$ cat config.mk
export PLATFORM = sky130hd
export DESIGN_NAME = fltm_entry_unit
export DESIGN_NICKNAME = d
export VERILOG_FILES = /design/src/design/four_level_page_table_manager_defines.svh /design/src/design/fltm_pkg.sv /design/src/design/fltm_entry_unit.sv
export SDC_FILE = /design/constraint.sdc
export NUM_CORES = 1
export LEC_CHECK = 0
export ABC_AREA = 1
export ABC_CLOCK_PERIOD_IN_PS = 1600
export BUFFER_PORTS_ARGS = -buffer_cell sky130_fd_sc_hd__clkbuf_2
export CORE_AREA = 2 2 109 111
export DETAILED_ROUTE_END_ITERATION = 6
export DIE_AREA = 0 0 111 113
export PLACE_DENSITY = 0.49
export SETUP_SLACK_MARGIN = 0.02
export SYNTH_ARGS = -nofsm -noshare
export SYNTH_HDL_FRONTEND = slang
export SYNTH_SLANG_ARGS = --single-unit
$ cat constraint.sdc
create_clock -name vclk -period 1.6
set_clock_uncertainty 0.1 [all_clocks]
set_input_delay 0.16 -clock vclk [all_inputs]
set_output_delay 0.16 -clock vclk [all_outputs]
set_load 0.01 [all_outputs]
$ cat src/design/four_level_page_table_manager_defines.svh
// Assertion macros used by the page-table manager top-level design file.
`ifndef FOUR_LEVEL_PAGE_TABLE_MANAGER_DEFINES_SVH
`define FOUR_LEVEL_PAGE_TABLE_MANAGER_DEFINES_SVH

`ifndef ASSERT_OFF
// pre implies post in the same cycle
`define FLTM_ASSERT_IMP(name, clk, rst, pre, post) \
   name: assert property (@(posedge clk) disable iff (rst) (pre) |-> (post)) \
      else $error("page table manager check failed");
// condition holds on every cycle out of reset
`define FLTM_ASSERT_ALWAYS(name, clk, rst, cond) \
   name: assert property (@(posedge clk) disable iff (rst) (cond)) \
      else $error("page table manager invariant failed");
`else
`define FLTM_ASSERT_IMP(name, clk, rst, pre, post)
`define FLTM_ASSERT_ALWAYS(name, clk, rst, cond)
`endif

`endif

$ cat src/design/fltm_pkg.sv
// Shared constants, opcodes and step record for the page-table manager.
package fltm_pkg;

   // geometry of the table store
   localparam int TABLE_FRAMES      = 16;
   localparam int ENTRIES_PER_TABLE = 512;
   localparam int LEVELS            = 4;
   localparam int FRAME_W           = $clog2(TABLE_FRAMES);
   localparam int IDX_W             = $clog2(ENTRIES_PER_TABLE);
   localparam int ADDR_W            = FRAME_W + IDX_W;
   localparam int STORE_DEPTH       = TABLE_FRAMES * ENTRIES_PER_TABLE;
   localparam int NFF_W             = $clog2(TABLE_FRAMES + 1);
   localparam int LEVEL_W           = $clog2(LEVELS);

   // entry and field widths
   localparam int ENTRY_W = 64;
   localparam int STORE_W = ENTRY_W + 1;   // entry plus allocation tag
   localparam int OFS_W   = 12;
   localparam int FLAG_W  = 12;
   localparam int VIRT_W  = 48;
   localparam int PHYS_W  = 52;
   localparam int OP_W    = 2;

   // operation codes
   localparam logic [OP_W-1:0] OP_MAP       = 2'd0;
   localparam logic [OP_W-1:0] OP_UNMAP     = 2'd1;
   localparam logic [OP_W-1:0] OP_TRANSLATE = 2'd2;

   // entry flag bits
   localparam logic [FLAG_W-1:0] PG_PRESENT  = 12'h001;
   localparam logic [FLAG_W-1:0] PG_WRITABLE = 12'h002;
   localparam logic [FLAG_W-1:0] PG_USER     = 12'h004;

   // what the entry unit decides for one table access
   typedef struct packed {
      logic                 wr_en;
      logic [ENTRY_W-1:0]   wr_data;
      logic                 wr_tag;
      logic                 descend;
      logic [FRAME_W-1:0]   next_frame;
      logic                 take_frame;
      logic                 finish;
      logic                 success;
      logic [PHYS_W-1:0]    translated;
   } fltm_step_type;

endpackage

$ cat src/design/fltm_entry_unit.sv
// Shared entry unit: judges one table entry and builds the write-back for it.
module fltm_entry_unit (
   input  logic [fltm_pkg::OP_W-1:0]    op,
   input  logic                         last_level,
   input  logic [fltm_pkg::ENTRY_W-1:0] entry,
   input  logic [fltm_pkg::FLAG_W-1:0]  flags,
   input  logic [fltm_pkg::PHYS_W-1:0]  phys_addr,
   input  logic [fltm_pkg::OFS_W-1:0]   virt_ofs,
   input  logic [fltm_pkg::NFF_W-1:0]   next_free,
   input  logic [fltm_pkg::FRAME_W-1:0] cur_frame,
   input  logic                         cur_tag,
   output fltm_pkg::fltm_step_type      step
);
   import fltm_pkg::*;

   logic               present;
   logic               ptr_ok;
   logic               out_of_frames;
   logic [FRAME_W-1:0] new_frame;
   logic [FRAME_W-1:0] ptr_frame;

   // entry decode
   assign present       = entry[0];
   assign ptr_frame     = entry[OFS_W +: FRAME_W];
   assign ptr_ok        = (entry[ENTRY_W-1:OFS_W+FRAME_W] == '0) &&
                          (NFF_W'(ptr_frame) < NFF_W'(TABLE_FRAMES));
   assign out_of_frames = next_free >= NFF_W'(TABLE_FRAMES);
   assign new_frame     = next_free[FRAME_W-1:0];

   always_comb begin
      step = '0;
      if (!last_level) begin
         // directory level
         if (present) begin
            if (op == OP_MAP && (flags & PG_USER) != '0) begin
               step.wr_en   = 1'b1;
               step.wr_data = entry | {{(ENTRY_W-FLAG_W){1'b0}}, PG_USER};
               step.wr_tag  = cur_tag;
            end
            if (ptr_ok) begin
               step.descend    = 1'b1;
               step.next_frame = ptr_frame;
            end else begin
               step.finish = 1'b1;
            end
         end else if (op == OP_MAP && !out_of_frames) begin
            // fresh frame; tags on it go stale, including the one being walked
            step.take_frame = 1'b1;
            step.wr_en      = 1'b1;
            step.wr_data    = {{(ENTRY_W-OFS_W-FRAME_W){1'b0}}, new_frame, {OFS_W{1'b0}}} |
                              {{(ENTRY_W-FLAG_W){1'b0}},
                               PG_PRESENT | PG_WRITABLE | (flags & PG_USER)};
            step.wr_tag     = cur_tag | (new_frame == cur_frame);
            step.descend    = 1'b1;
            step.next_frame = new_frame;
         end else begin
            step.finish = 1'b1;
         end
      end else begin
         // leaf level
         step.finish = 1'b1;
         case (op)
            OP_MAP: begin
               step.wr_en   = 1'b1;
               step.wr_data = {{(ENTRY_W-PHYS_W){1'b0}}, phys_addr[PHYS_W-1:OFS_W],
                               flags | PG_PRESENT};
               step.wr_tag  = cur_tag;
               step.success = 1'b1;
            end
            OP_UNMAP: begin
               if (present) begin
                  step.wr_en   = 1'b1;
                  step.wr_data = '0;
                  step.wr_tag  = cur_tag;
                  step.success = 1'b1;
               end
            end
            OP_TRANSLATE: begin
               if (present) begin
                  step.success    = 1'b1;
                  step.translated = {entry[PHYS_W-1:OFS_W], virt_ofs};
               end
            end
            default: begin
               step.success = 1'b0;
            end
         endcase
      end
   end

endmodule
# Word-level counts from Yosys, hierarchy flattened

Index checks and enable logic that the tools add are counted.

$lt $le $gt $ge: 1
Equal/unequal tests: 3
Muxes and demuxes: 18
Bitwise operators: 2
Reductions and logical operators: 5

Operators with widths:

| kind               | count |
|---|---|
| $mux 66            | 3 |
| $pmux 66 s2        | 1 |
| $mux 53            | 2 |
| $mux 72            | 1 |
| $mux 71            | 1 |
| $mux 52            | 1 |
| $logic_not 48->1   | 1 |
| $or 16x3->16       | 1 |
| $mux 1             | 6 |
| $mux 6             | 1 |
| $ge 5x5->1 const B | 1 |
| $mux 5             | 1 |
| $eq 4x4->1         | 1 |
| $pmux 1 s3         | 1 |
| $eq 2x1->1 const B | 1 |
| $eq 2x2->1 const B | 1 |
| $logic_and 1x1->1  | 2 |
| $logic_not 2->1    | 1 |
| $logic_not 1->1    | 1 |
| $or 1x1->1         | 1 |

Flip-flop bits (word level): 0
Bits of input ports: 153
Output and inout bits: 126
Word-level logic and storage cells: 29

# Depth between registers and ports, before layout

Word-level depth: 6
Gate-level depth with buffers: 9
Depth with buffers taken out: 9

# Least setup slack after synthesis

Ideal clock, no wire load.

Path kind: input to output
Start: in entry[46] in the netlist's numbering
End: out step[53] in the netlist's numbering
Data arrival time: 1.176 ns
Data required time: 1.340 ns
Path slack: 0.164 ns
Stages: 8
Buffers on the path: 0
Path through: nor2_1 nand2_1 nor2_1 nand2_1 nor2_1 nand2_1 o21ai_0 inv_1

RTL lines:

| what        | line                  | text |
|---|---|---|
| from (decl) | fltm_entry_unit.sv:5  | `input logic [fltm_pkg::ENTRY_W-1:0] entry,` |
| to (decl)   | fltm_entry_unit.sv:12 | `output fltm_pkg::fltm_step_type step` |

==> metrics.cfg <==
[clock_network]
postCtsHoldBufs=0

[die]
rows=39
pin_count=279
die_h_um=113
core-area_um2=11300
initial_core_util_pct=13.7
die_width_um=111
die_area_um2=12500

[yosys]
yosys_warnings=0
synthCells=342
netlist.area_leader.share_pct=22.4
netlist-cell-type-count=20
synth_top_cell_by_area=nor2_1
synth_fp_nets=495
synth_area_um2=1540
ys_top_cells_by_area=nor2_1 (22%), inv_1 (17%), nand3_1 (15%)
yosysSeqAreaShare_pct=0
synth_most_common_cell=nor2_1
synth_common_cells=nor2_1 (92), inv_1 (71), nand3_1 (46)
avgSynthCellArea_um2=4.51

[grt]
grt_max_degree=49
gr-total-overflow=0
grt_antenna_before_repair=0
grt_pass1_wl_mm=13.9
first_global_vias=2933
grt.total_usage_pct=13.0

[timing]
finalCritPeriodShare_pct=95.8
fin_tns_setup_ns=0
fin_crit_ns=1.53
tightest_slew_ns=0.374
setup_viol=0
layout_setup_ws_ns=0.0675
hold_violations=0
rsz0062_at_grt=true
slew_violations=0
relSlewSlack_pct=75.1
clock.fmax_mhz=653

[layout]
stdcell_count=752
fill_cells=1285
drive_gt1_share_pct=52.1
regArea_um2=0
multi_input_area_um2=1240
clkbuf_count=0
diodes=0
seq_cells=0
areaGrowthSynthToFinish_pct=115
layout.nets=764

[placement]
dp_hpwl_mm=8.10
place_inst=748
place_ws_ns=-0.0806
io_buffers=265
place_congestion=0.865

[hold_path]
hold_path.class=in -> out
min_to=step[6]
min_from=virt_ofs[6]
holdPathStages=4

[detailed_routing]
num_vias=3232
ant_nets=0
wl_per_cell_um=12.8
drt-initial-drc-count=181
wirelength_mm=9.59
firstDrtPassIters=4
drc_errors=0
via_per_inst=4.30

[setup_path]
critPathArrivalTime_ns=1.27
cp-end-kind=primary output
crit_chain=clkbuf_2 -> buf_6 -> nand4_1 -> buf_12 -> nor2_1 -> clkbuf_2
path_buf_inv=4
cp-start-kind=primary input
slowest_delay_ns=0.24
critPathMaxFanout=48
cp.depth=6
cp_common_cell=clkbuf_2
crit_family=buffers and inverters
path_class=in -> out
cpMaxStageDelayCell=buf_6
required_ns=1.34

[power_and_ir_drop]
peakVddDrop_mv=0.0898
power.total_uw=616
leakage_nw=2.13
p_per_area_nw_per_um2=186

[flow_run]
drv_cap=0

[status]
outcome=finished clean

## worst max-delay path by stage
stage / start / to
floorplan: entry[46] / step[53]
global placement: entry[46] / step[53]
detailed placement: entry[40] / step[53]
CTS: entry[44] / step[53]
global route: entry[37] / step[53]
finish: last_level / step[11]
## per-layer routing
layer	share of wire [%]	vias to the layer above	wire, um	GRT usage [%]
li1	-	1613	-	-
met1	40	1441	3860	16.2
met2	52	168	4960	25.3
met3	6.9	10	663	1.29
met4	1.2	0	116	1.08
met5	0	-	0	0
## stage by stage
stage	hold slack [ns]	instance area (um2)	util [%]
after floorplan	0.274	1540	-
after global placement	0.480	3130	27.8
after detailed placement	0.486	3130	27.8
after CTS	0.487	3140	27.9
after global routing	0.505	3320	29.4
final	0.486	3320	29.4
## what timing repair did
| action | in CTS | in global routing |
|---|---|---|
| buffers inserted | 0 | 4 |
| cloned | 0 | 1 |
| gates resized for setup | 4 | 45 |
| setup endpoints to repair | 4 | 21 |
| pin swaps | 0 | 23 |
## cell usage in the layout (no fill, tap or decap), types with 4 or more instances in the layout
cell type / count
a32o_1: 9
buf_2: 6
buf_4: 17
buf_6: 10
clkbuf_2: 252
inv_1: 71
nand2_1: 25
nand2_2: 8
nand3_1: 45
nand4_1: 4
nor2_1: 83
nor2_2: 8
nor4_1: 4
o21ai_0: 39
o21ai_1: 4
xnor2_1: 4
## layout make-up
type                            instances  area share (%)
Inverter                               74            8.45
Timing Repair Buffer                  289            48.7
Multi-Input combinational cell        246            37.4
Tap cell                              143            5.39
## logic make-up (layout without fill, tap and decap cells)
| kind of cell | Yosys count | count (layout) | synth area share, % |
|---|---|---|---|
| XOR/XNOR | 4 | 4 | 2.27 |
| AND/OR/NAND/NOR | 181 | 181 | 50.5 |
| AO/OA/AOI/OAI | 61 | 61 | 22.8 |
| buffers and inverters | 96 | 363 | 24.4 |
## report_power, final
group | internal, mW | switching (mW) | total (mW)
logic | 0.286 | 0.330 | 0.616
clock network | 0 | 0 | 0
registers | 0 | 0 | 0
total | 0.286 | 0.330 | 0.616
(Power assumes the default switching activity.)
